**src/rtl/pid_controller_clamped_terms_unit_macros.svh**
```systemverilog
// Assertion macros for the clamped-term PID controller.
// Taken in by `include from the files that assert; needs nothing else.
`ifndef PID_CONTROLLER_CLAMPED_TERMS_UNIT_MACROS_SVH
`define PID_CONTROLLER_CLAMPED_TERMS_UNIT_MACROS_SVH

// Property that must hold at every clock edge outside reset.
`define PCTU_ASSERT_NOW(lbl, clk, rstn, prop, msg) \
    lbl: assert property (@(posedge clk) disable iff (!rstn) (prop)) else $error(msg);

// Consequence that must hold in the cycle after the antecedent.
`define PCTU_ASSERT_NEXT(lbl, clk, rstn, ante, cons, msg) \
    lbl: assert property (@(posedge clk) disable iff (!rstn) (ante) |=> (cons)) else $error(msg);

`endif

```
**src/rtl/pctu_pkg.sv**
```systemverilog
// Shared constants, types and the scale-and-saturate function of the PID unit.
// No dependencies; every other RTL file but the macros header refers to it by scoped names.
`timescale 1ns / 1ps

package pctu_pkg;

    localparam int DATA_WIDTH = 32;
    localparam int FRAC_BITS  = 16;

    localparam int ERR_W   = DATA_WIDTH + 1;        // setpoint minus measurement
    localparam int DERR_W  = DATA_WIDTH + 2;        // change of error
    localparam int MUL_W   = DATA_WIDTH + DERR_W;   // P and D products
    localparam int IPROD_W = DATA_WIDTH + ERR_W;    // integral increment product
    localparam int ACC_W   = DATA_WIDTH + FRAC_BITS;
    localparam int INC_EXP = 57;                    // increment limited to +/- 2^57
    localparam int INC_W   = INC_EXP + 2;
    localparam int SUM_W   = INC_W + 1;
    localparam int TOT_W   = DATA_WIDTH + 2;

    localparam int Q_DEPTH = 2;
    localparam int Q_PTR_W = (Q_DEPTH > 1) ? $clog2(Q_DEPTH) : 1;
    localparam int Q_CNT_W = $clog2(Q_DEPTH + 1);

    localparam int CFG_IDX_W = 3;
    localparam logic [CFG_IDX_W-1:0] REG_GAIN_PROP  = 3'd0;
    localparam logic [CFG_IDX_W-1:0] REG_GAIN_INTEG = 3'd1;
    localparam logic [CFG_IDX_W-1:0] REG_GAIN_DERIV = 3'd2;
    localparam logic [CFG_IDX_W-1:0] REG_INTEG_MAX  = 3'd3;
    localparam logic [CFG_IDX_W-1:0] REG_INTEG_MIN  = 3'd4;
    localparam logic [CFG_IDX_W-1:0] REG_OUT_MAX    = 3'd5;
    localparam logic [CFG_IDX_W-1:0] REG_OUT_MIN    = 3'd6;

    typedef logic signed [DATA_WIDTH-1:0] t_word;

    localparam t_word WORD_MAX = {1'b0, {(DATA_WIDTH-1){1'b1}}};
    localparam t_word WORD_MIN = {1'b1, {(DATA_WIDTH-1){1'b0}}};

    localparam logic signed [IPROD_W-1:0] INC_HI =
        {{(IPROD_W-INC_EXP-1){1'b0}}, 1'b1, {INC_EXP{1'b0}}};
    localparam logic signed [IPROD_W-1:0] INC_LO = -INC_HI;

    typedef struct packed {
        t_word gain_prop;
        t_word gain_integ;
        t_word gain_deriv;
        t_word integ_max;
        t_word integ_min;
        t_word out_max;
        t_word out_min;
    } t_cfg;

    typedef struct packed {
        logic signed [ERR_W-1:0]  err;
        logic signed [DERR_W-1:0] derr;
    } t_qitem;

    typedef struct packed {
        logic full;
        logic empty;
    } t_q_sts;

    typedef struct packed {
        logic                    stall;
        logic signed [ACC_W-1:0] acc;
    } t_back_sts;

    // floor(p / 2^FRAC_BITS), saturated to the signed data range
    function automatic t_word sat_scale(input logic signed [MUL_W-1:0] p);
        logic signed [MUL_W-1:0]      s;
        logic [MUL_W-DATA_WIDTH:0]    top;
        s   = p >>> FRAC_BITS;
        top = s[MUL_W-1:DATA_WIDTH-1];
        if ((&top) || !(|top)) begin
            return s[DATA_WIDTH-1:0];
        end else if (s[MUL_W-1]) begin
            return WORD_MIN;
        end else begin
            return WORD_MAX;
        end
    endfunction

endpackage

```
**src/rtl/pctu_fifo.sv**
```systemverilog
// Short queue between the front end and the arithmetic back end.
// Depends on pctu_pkg for the entry type and depth.
`timescale 1ns / 1ps

module pctu_fifo (
    input  logic              i_clk,
    input  logic              i_rst_n,
    input  logic              i_push,
    input  pctu_pkg::t_qitem  i_item,
    input  logic              i_pop,
    output pctu_pkg::t_qitem  o_item,
    output pctu_pkg::t_q_sts  o_sts
);

    pctu_pkg::t_qitem               r_mem [pctu_pkg::Q_DEPTH];
    logic [pctu_pkg::Q_PTR_W-1:0]   r_wr_ptr;
    logic [pctu_pkg::Q_PTR_W-1:0]   r_rd_ptr;
    logic [pctu_pkg::Q_CNT_W-1:0]   r_count;

    function automatic logic [pctu_pkg::Q_PTR_W-1:0] ptr_inc(
        input logic [pctu_pkg::Q_PTR_W-1:0] p
    );
        if (p == pctu_pkg::Q_PTR_W'(pctu_pkg::Q_DEPTH - 1)) begin
            return '0;
        end else begin
            return p + 1'b1;
        end
    endfunction

    assign o_sts.full  = (r_count == pctu_pkg::Q_CNT_W'(pctu_pkg::Q_DEPTH));
    assign o_sts.empty = (r_count == '0);
    assign o_item      = r_mem[r_rd_ptr];

    always_ff @(posedge i_clk) begin
        if (i_push) begin
            r_mem[r_wr_ptr] <= i_item;
        end
    end

    always_ff @(posedge i_clk) begin
        if (!i_rst_n) begin
            r_wr_ptr <= '0;
            r_rd_ptr <= '0;
            r_count  <= '0;
        end else begin
            if (i_push) begin
                r_wr_ptr <= ptr_inc(r_wr_ptr);
            end
            if (i_pop) begin
                r_rd_ptr <= ptr_inc(r_rd_ptr);
            end
            if (i_push && !i_pop) begin
                r_count <= r_count + 1'b1;
            end else if (i_pop && !i_push) begin
                r_count <= r_count - 1'b1;
            end
        end
    end

endmodule

```
**config.mk**
```make
export PLATFORM = sky130hd
export DESIGN_NAME = pctu_fifo
export DESIGN_NICKNAME = d
export VERILOG_FILES = /design/src/rtl/pid_controller_clamped_terms_unit_macros.svh /design/src/rtl/pctu_pkg.sv /design/src/rtl/pctu_fifo.sv
export SDC_FILE = /design/constraint.sdc
export NUM_CORES = 1
export LEC_CHECK = 0
export BUFFER_PORTS_ARGS = -buffer_cell sky130_fd_sc_hd__buf_2
export CORE_MARGIN = 8
export CORE_UTILIZATION = 43
export CTS_CLUSTER_SIZE = 25
export DETAILED_ROUTE_END_ITERATION = 6
export PLACE_DENSITY = 0.67
export REMOVE_ABC_BUFFERS = 1
export SYNTH_ARGS = -nofsm -noshare
export SYNTH_HDL_FRONTEND = slang
export SYNTH_SLANG_ARGS = --single-unit
```
**constraint.sdc**
```tcl
create_clock -name i_clk -period 5.14 [get_ports i_clk]
set_input_delay 0.257 -clock i_clk [delete_from_list [all_inputs] [get_ports i_clk]]
set_output_delay 0.257 -clock i_clk [all_outputs]
set_load 0.005 [all_outputs]
```
==> results.md <==
* CP top delay family: flip-flops
* Crit-path slowest cell: dfxtp_4
* Cells resized by post-CTS repair at 0
* Antenna diodes at 0
* Layout cells sized above 1 at 59.5%
* Die X at 126 µm
* First-pass GRT wire length at 14700 µm
* CTS max path bufs at 2
* Max Fanout on Critical Path at 67
* Slowest stage delay, CP at 1.04 ns
* Clk root buf: clkbuf_16
* LEAKAGE at 2.56 nW
* MaxCap Viol Count at 0
* Via-per-instance ratio at 4.74
* Via Count at 2568
* Crit path time final at 2.36 ns
* Routed wire length at 9640 µm
* Status: completed
* Final worst slack at 2.78 ns
* Layout net count at 454
* Most common cell after layout, fill and taps aside: buf_2
* Post-DP HPWL at 6190 µm
* Ports at 140
* Core footprint at 11900 µm²
* Hold Crit Class: in2reg
* Area added between synthesis and finish at 27.3%
* RSZ-0062 raised after global routing: false
* Ys Warns at 0
* Reg2Reg Setup Slack at 3.14 ns
* Clock Sinks at 139
* Die area at 15800 µm²
* Fmax at 424 MHz
* CP Capture Type: output port
* Final hold vios at 0
* TritonRoute pass-1 iters at 4
* Clock Skew at 0.00601 ns
* H-tree levels at 4
* Register bit total from synthesis at 139
* Initial Utilization at 43.6%
* CP Cell Sequence: mux2_2, buf_2
* Clk Latency, worst-skew pair at 0.41 ns
* Crit path DAT at 2.10 ns
* Buf/Inv on CP at 1
* CTS tree: done
* Critical Path Source Type: register
* Final period utilization at 45.9%
* Remaining antenna violation count at 0
* Setup TNS at 0 ns
* Clock transition at path regs at 0.05 ns
* Drt first-iter violations at 165
* PortBufs at 139
* Pre-CTS setup slack at 2.98 ns
* Synthesized area per cell at 22.5 µm²
* Cts bufs inserted at 17
* Synthesized area at 5170 µm²
* Global Route Usage Sum at 12.3%
* Fin. max-slew vios at 0
* Routed length per placed instance at 17.8 µm
* Vias in the first global route at 2735
* Most frequent cells in the layout: buf_2, edfxtp_1, mux2_2, mux2_4, clkbuf_16
* Row cnt at 40
* Largest net degree at the start of global routing at 68
* Register area share after synthesis at 79.8%
* DRC errors left at 0
* Synth unique cells at 19
* GR Overflow Total at 0
* P per Cell Area at 417 nW/µm²
* Final setup vio count at 0
* Cells after synthesis at 230
* Crit path kind: reg2out
* Highest ir drop seen on vdd at 0.261 mV
* Worst Path Required at 4.88 ns
* Slew HR at 26.6%
* RePlAce Congestion at 0.642
* Cts-stage hold buffer count at 0
* Initial antenna violation count at 0
* Least-Margin Pin Slew at 1.10 ns
* Post-CTS setup buffer count at 0
* Die height at 126 µm
per-layer routing:
metal / track usage (%) / vias to the layer above / part of all wire [%]
li1: - / 1211 / -
met1: 13.0 / 1247 / 40
met2: 19.5 / 97 / 49
met3: 6.54 / 13 / 9.1
met4: 7.09 / 0 / 1.8
met5: 0 / - / 0
layout make-up:
| cell class | instances | area, µm² |
|---|---|---|
| Clock buffer | 20 | 437 |
| Timing Repair Buffer | 140 | 703 |
| Clock inverter | 12 | 129 |
| Sequential cell | 139 | 4130 |
| Inverter | 1 | 3.75 |
| Tap cell | 147 | 184 |
| Fill cell | 962 | 5290 |
| Multi-Input combinational cell | 83 | 992 |
sequential cells by signal, summed over array words and instances, names as in the netlist, named ones only:
name      count
r_count       2
r_mem       134
r_wr_ptr      1
r_rd_ptr      1
metrics by stage:
step	total power [mW]	util, %	instance area (µm²)	hold WS, ns	instances
final	2.74	55.4	6580	0.0324	542
after global routing	2.84	55.4	6580	0.0120	542
after CTS	2.78	55.4	6580	0.00756	542
after detailed placement	1.60	50.7	6010	0.450	510
after global placement	1.60	50.7	6010	0.445	510
after floorplan	1.49	-	5110	0.356	223
cells in the mapped netlist:
master    number  area [µm²]
buf_6          3        33.8
mux2_2        37         417
buf_4          1        7.51
inv_1          1        3.75
edfxtp_1     134        4020
mux2_4        30         450
xnor2_1        1        8.76
a21boi_1       1        7.51
nor2b_1        2        12.5
or3_1          1        6.26
dfxtp_1        5         100
nor2_1         1        3.75
buf_2          3        15.0
o21a_1         1        7.51
ha_1           1        12.5
and2b_2        1        8.76
xor2_1         2        17.5
o21ai_0        1        5.00
and2_1         4        25.0
worst register-to-register path: stages, from the launching register on:
cell     delay, ns
dfxtp_1       0.34
nor2b_4       0.66
buf_4         0.60
where the power goes:
part           switching, mW  internal [mW]  leakage (nW)
Clock                  0.419          0.749         0.279
Sequential            0.0390           1.31          1.30
Combinational         0.0906          0.134         0.979
worst paths after layout:
path                   start            to  cells after the start
setup / recovery    register    o_item[55]                      2
setup reg to reg    r_wr_ptr  r_mem[0][43]                      2
hold / removal    i_item[46]  r_mem[1][46]                      1
hold reg to reg   r_count[1]    r_count[1]                      2
logic make-up (layout without fill, tap and decap cells):
group / count (synthesis) / count (layout) / synth area share, %
flip-flops: 139 / 139 / 79.8
multiplexers: 67 / 67 / 16.8
AND/OR/NAND/NOR: 9 / 9 / 1.09
buffers and inverters: 8 / 173 / 1.16
AO/OA/AOI/OAI: 3 / 3 / 0.388
XOR/XNOR: 3 / 3 / 0.509
adder cells (fa/ha/maj): 1 / 1 / 0.242
Power figures use the tool's default switching activity.
