File: config.mk
export PLATFORM = sky130hd
export DESIGN_NAME = pctu_front
export DESIGN_NICKNAME = d
export VERILOG_FILES = /design/src/rtl/pid_controller_clamped_terms_unit_macros.svh /design/src/rtl/pctu_pkg.sv /design/src/rtl/pctu_front.sv
export SDC_FILE = /design/constraint.sdc
export NUM_CORES = 1
export LEC_CHECK = 0
export BUFFER_PORTS_ARGS = -buffer_cell sky130_fd_sc_hd__buf_2
export CORE_AREA = 2 2 127 129
export CTS_CLUSTER_SIZE = 10
export DETAILED_ROUTE_END_ITERATION = 10
export DIE_AREA = 0 0 129 131
export GPL_TIMING_DRIVEN = 0
export HOLD_SLACK_MARGIN = 0.02
export REMOVE_ABC_BUFFERS = 1
export SYNTH_ARGS = -nofsm -noshare
export SYNTH_HDL_FRONTEND = slang
export SYNTH_SLANG_ARGS = --single-unit
File: constraint.sdc
create_clock -name i_clk -period 5.1 [get_ports i_clk]
set_input_delay 0.255 -clock i_clk [delete_from_list [all_inputs] [get_ports i_clk]]
set_output_delay 0.255 -clock i_clk [all_outputs]
set_load 0.03 [all_outputs]
File: src/rtl/pid_controller_clamped_terms_unit_macros.svh
// Assertion macros for the clamped-term PID controller.
// Taken in by `include from the files that assert; needs nothing else.
`ifndef PID_CONTROLLER_CLAMPED_TERMS_UNIT_MACROS_SVH
`define PID_CONTROLLER_CLAMPED_TERMS_UNIT_MACROS_SVH

// Property that must hold at every clock edge outside reset.
`define PCTU_ASSERT_NOW(lbl, clk, rstn, prop, msg) \
    lbl: assert property (@(posedge clk) disable iff (!rstn) (prop)) else $error(msg);

// Consequence that must hold in the cycle after the antecedent.
`define PCTU_ASSERT_NEXT(lbl, clk, rstn, ante, cons, msg) \
    lbl: assert property (@(posedge clk) disable iff (!rstn) (ante) |=> (cons)) else $error(msg);

`endif

File: src/rtl/pctu_pkg.sv
// Shared constants, types and the scale-and-saturate function of the PID unit.
// No dependencies; every other RTL file but the macros header refers to it by scoped names.
`timescale 1ns / 1ps

package pctu_pkg;

    localparam int DATA_WIDTH = 32;
    localparam int FRAC_BITS  = 16;

    localparam int ERR_W   = DATA_WIDTH + 1;        // setpoint minus measurement
    localparam int DERR_W  = DATA_WIDTH + 2;        // change of error
    localparam int MUL_W   = DATA_WIDTH + DERR_W;   // P and D products
    localparam int IPROD_W = DATA_WIDTH + ERR_W;    // integral increment product
    localparam int ACC_W   = DATA_WIDTH + FRAC_BITS;
    localparam int INC_EXP = 57;                    // increment limited to +/- 2^57
    localparam int INC_W   = INC_EXP + 2;
    localparam int SUM_W   = INC_W + 1;
    localparam int TOT_W   = DATA_WIDTH + 2;

    localparam int Q_DEPTH = 2;
    localparam int Q_PTR_W = (Q_DEPTH > 1) ? $clog2(Q_DEPTH) : 1;
    localparam int Q_CNT_W = $clog2(Q_DEPTH + 1);

    localparam int CFG_IDX_W = 3;
    localparam logic [CFG_IDX_W-1:0] REG_GAIN_PROP  = 3'd0;
    localparam logic [CFG_IDX_W-1:0] REG_GAIN_INTEG = 3'd1;
    localparam logic [CFG_IDX_W-1:0] REG_GAIN_DERIV = 3'd2;
    localparam logic [CFG_IDX_W-1:0] REG_INTEG_MAX  = 3'd3;
    localparam logic [CFG_IDX_W-1:0] REG_INTEG_MIN  = 3'd4;
    localparam logic [CFG_IDX_W-1:0] REG_OUT_MAX    = 3'd5;
    localparam logic [CFG_IDX_W-1:0] REG_OUT_MIN    = 3'd6;

    typedef logic signed [DATA_WIDTH-1:0] t_word;

    localparam t_word WORD_MAX = {1'b0, {(DATA_WIDTH-1){1'b1}}};
    localparam t_word WORD_MIN = {1'b1, {(DATA_WIDTH-1){1'b0}}};

    localparam logic signed [IPROD_W-1:0] INC_HI =
        {{(IPROD_W-INC_EXP-1){1'b0}}, 1'b1, {INC_EXP{1'b0}}};
    localparam logic signed [IPROD_W-1:0] INC_LO = -INC_HI;

    typedef struct packed {
        t_word gain_prop;
        t_word gain_integ;
        t_word gain_deriv;
        t_word integ_max;
        t_word integ_min;
        t_word out_max;
        t_word out_min;
    } t_cfg;

    typedef struct packed {
        logic signed [ERR_W-1:0]  err;
        logic signed [DERR_W-1:0] derr;
    } t_qitem;

    typedef struct packed {
        logic full;
        logic empty;
    } t_q_sts;

    typedef struct packed {
        logic                    stall;
        logic signed [ACC_W-1:0] acc;
    } t_back_sts;

    // floor(p / 2^FRAC_BITS), saturated to the signed data range
    function automatic t_word sat_scale(input logic signed [MUL_W-1:0] p);
        logic signed [MUL_W-1:0]      s;
        logic [MUL_W-DATA_WIDTH:0]    top;
        s   = p >>> FRAC_BITS;
        top = s[MUL_W-1:DATA_WIDTH-1];
        if ((&top) || !(|top)) begin
            return s[DATA_WIDTH-1:0];
        end else if (s[MUL_W-1]) begin
            return WORD_MIN;
        end else begin
            return WORD_MAX;
        end
    endfunction

endpackage

File: src/rtl/pctu_front.sv
// Front end: accepts samples, forms the error and its change since the last sample.
// Depends on pctu_pkg; pushes one entry per accepted sample into the queue.
`timescale 1ns / 1ps

module pctu_front (
    input  logic                               i_clk,
    input  logic                               i_rst_n,
    input  logic                               i_in_valid,
    output logic                               o_in_ready,
    input  logic signed [pctu_pkg::DATA_WIDTH-1:0] i_target_value,
    input  logic signed [pctu_pkg::DATA_WIDTH-1:0] i_measured_value,
    input  pctu_pkg::t_q_sts                   i_q_sts,
    output logic                               o_push,
    output pctu_pkg::t_qitem                   o_item
);

    logic signed [pctu_pkg::ERR_W-1:0]  r_prev_err;
    logic signed [pctu_pkg::ERR_W-1:0]  n_err;
    logic signed [pctu_pkg::ERR_W-1:0]  tgt_ext;
    logic signed [pctu_pkg::ERR_W-1:0]  meas_ext;
    logic signed [pctu_pkg::DERR_W-1:0] n_derr;
    logic                               accept;

    assign o_in_ready = !i_q_sts.full;
    assign accept     = i_in_valid && o_in_ready;

    assign tgt_ext  = pctu_pkg::ERR_W'(i_target_value);
    assign meas_ext = pctu_pkg::ERR_W'(i_measured_value);
    assign n_err    = tgt_ext - meas_ext;
    assign n_derr   = pctu_pkg::DERR_W'(n_err) - pctu_pkg::DERR_W'(r_prev_err);

    assign o_push      = accept;
    assign o_item.err  = n_err;
    assign o_item.derr = n_derr;

    always_ff @(posedge i_clk) begin
        if (!i_rst_n) begin
            r_prev_err <= '0;
        end else if (accept) begin
            r_prev_err <= n_err;
        end
    end

endmodule

==> impl_metrics.csv <==
group,metric,value,unit
drt,vias,5675,
setup_path,cp_max_fo,12,
placed_design,dpl.hpwl,13170,µm
cells_and_area,final_core_util,40.62,%
grt,antenna_found_initial,0,
timing,period_needed,4776,ps
synth,yosysSeqAreaShare,12.45,%
timing,finalHoldViolations,0,
worst_hold_path,min_path_type,"primary input to register",
timing,slew_viol_final,0,
timing,fmax,209.4,MHz
synth,synth_cell_types,64,
floorplan,die_h,131,µm
setup_path,worst-path-buf-inv,4,
synth,yosysTopAreaCellShare,15.32,%
cells_and_area,area_delta_synth_final,19.38,%
floorplan,die_w,129,µm
setup_path,critical_path_class,"primary input to output port",
grt,overflow,0,
placed_design,pre_cts_ws,80.95,ps
floorplan,io_pins,138,
timing,worst_slew_pin_slew,1283,ps
floorplan,core_area,15600,µm²
setup_path,crit_chain,"buf_2, inv_1, ha_1, inv_1, fa_1, a21oi_1, o21ai_1, a21oi_2, a2111oi_4, o21ai_2, and2_4, o21a_1, xnor2_1, ha_4, nand4_1, or4_1, a21oi_2, o21a_1, xor2_1, buf_2",
grt,grt_max_degree,40,
setup_path,critPathLaunchType,"primary input",
cells_and_area,drive_gt1_share,18.26,%
setup_path,critPathTopFamily,"compound AO/OA/AOI/OAI gates",
clock_network,cts_tree,"built",
placed_design,portBuffers,136,
timing,finalCritPeriodShare,93.65,%
drt,wl,15870,µm
synth,synth_top_family_by_area,"compound AO/OA/AOI/OAI gates",
grt,grtUsageTotal,18.31,%
floorplan,rows,46,
power_and_ir_drop,peakVddDrop,0.1455,mV
drt,ant_nets,0,
timing,finalSetupTns,0,ps
run_status,status,"completed",
clock_network,cts_buffers,5,
timing,holdWs,337.6,ps
floorplan,die_area,16900,µm²
setup_path,max_stage_delay,590,ps
drt,avgViaCountPerCell,5.094,
timing,worst_slew_margin_rel,14.28,%
cells_and_area,n_antenna_cell,0,
synth,synth_simple_gate_area_share,24.28,%
clock_network,clockBufferDepth,2,
timing,setup_ws,323.7,ps
drt,drt_pass1_iterations,4,
cells_and_area,multi_input_area,4232,µm²
worst_hold_path,min-delay-start,"i_measured_value[0]",
clock_network,path_clk_slew,50,ps
setup_path,crit_required,4850,ps
clock_network,h-tree-depth,2,
cells_and_area,final-seq-area,660.6,µm²
cells_and_area,largest_registers,"r_prev_err: 33 flops",
cells_and_area,regMostFlops,"r_prev_err",
timing,setup_viol,0,
setup_path,regToRegStartpoint,"r_prev_err[31]",
synth,synth_edf_count,0,
setup_path,r2r_cells,3,
synth,async_reset_ff_share,0,%
power_and_ir_drop,p_leak,2.864,nW
setup_path,crit_slowest_cell,"or4_1",
placed_design,gp_congestion,0.8680,
synth,syn_avg_cell_area,6.779,µm²
power_and_ir_drop,power_density,380.1,nW/µm²
grt,grt_pass1_vias,5129,
drt,wl_per_cell,14.24,µm
synth,synth-compound-area-share,30.22,%
setup_path,cp-end-kind,"output port",
synth,yosys-top-cells-area,"ha_1 (15%), dfxtp_1 (12%), a21oi_1 (8.4%)",
clock_network,cts_root_buf,"clkbuf_16",
drt,drc_errors,0,
cells_and_area,fillCellCount,1703,
synth,synth_largest_area_cell,"ha_1",
timing,skew,0,ps
drt,drt_first_iter_violations,295,
synth,muxShareOfSynthArea,0,%
power_and_ir_drop,totalPowerFinal,2.408,mW
grt,grt_pass1_wl,25380,µm
synth,ys.warnings.count,0,
synth,synthAdderAreaFrac,16.08,%
worst_hold_path,worst_hold_path.num_cells,3,
cells_and_area,largest_reg_flops,33,
worst_hold_path,hold_end,"r_prev_err[0]",
clock_network,insertion_delay,280,ps
synth,netlist_area,5308,µm²
floorplan,start_util,34.03,%
synth,ys_ff_latch,33,
synth,yosys.area_share.xor_xnor,8.251,%
setup_path,r2r_end,"r_prev_err[31]",
setup_path,worstPathArrival,4520,ps
setup_path,reg2reg_slack,4230,ps
clock_network,cts.sinks,33,
synth,netlist_instances,783,
cells_and_area,fin_nets,1033,
job,cap_viol_max_count,0,
synth,ys.flop_type,"dfxtp_1",
[layer usage]
layer	routed length (µm)	vias up	GRT usage [%]
li1	-	3003	-
met1	7870	2531	26.85
met2	7083	127	29.19
met3	730	14	1.588
met4	184	0	4.028
met5	0	-	0
[cell usage after synthesis, drive strengths merged (15+ instances only)]
cell type   n
inv        93
clkbuf     24
nand2      83
xor2       15
xnor2      35
o21ai      37
nor2       57
a21o       26
nand3      29
ha         65
nor3       17
dfxtp      33
a21oi      90
[where the power goes]
group / switching (mW) / internal (mW)
Sequential: 0.00839 / 0.278
Clock: 0.107 / 0.181
Combinational: 1.22 / 0.611
Total: 1.34 / 1.07
[worst max path at each step]
stage / startpoint / to / cells after the start
after global placement: i_target_value[0] / o_item[30] / 20
after detailed placement: i_target_value[0] / o_item[30] / 20
after CTS: i_target_value[0] / o_item[30] / 20
final: i_target_value[0] / o_item[30] / 20
after floorplan: i_measured_value[1] / o_item[26] / 18
after global routing: i_measured_value[1] / o_item[26] / 20
[cell usage in the layout (no fill, tap or decap), types with 29 or more instances in the layout]
cell / instances
a21oi_1: 87
buf_2: 136
dfxtp_1: 33
ha_1: 64
inv_1: 93
nand2_1: 83
nand3_1: 29
nor2_1: 57
o21ai_0: 33
xnor2_1: 34
[stage by stage]
stage	cell area [µm²]	instances
after global routing	6336	1114
final	6336	1114
after detailed placement	6145	1105
after global placement	6145	1105
after floorplan	5194	753
after CTS	6281	1113
[final cells by class]
class                           instances  share of cell area, %
Clock buffer                            8                  2.152
Inverter                               93                  5.509
Multi-Input combinational cell        627                  66.79
Sequential cell                        33                  10.43
Tap cell                              216                  4.265
Timing Repair Buffer                  137                  10.86
[cells by family after synthesis]
logic type,after synthesis
and+or+nand+nor,266
AOI/OAI and AO/OA,244
buffers and inverters,123
adders and majority gates,67
xor gates and xnor gates,50
DFF,33
[worst register-to-register path, stage by stage, from the launching register on]
cell      delay, ps
dfxtp_1         300
inv_1            60
o32a_1          340
o311ai_1         80
[repair_timing]
item | in CTS | in global routing
resized for setup | 0 | 10
setup endpoints to repair | 0 | 8
hold buffers | 0 | 0
setup buffers | 0 | 1
Note: power is estimated with default switching activity, not from simulation.
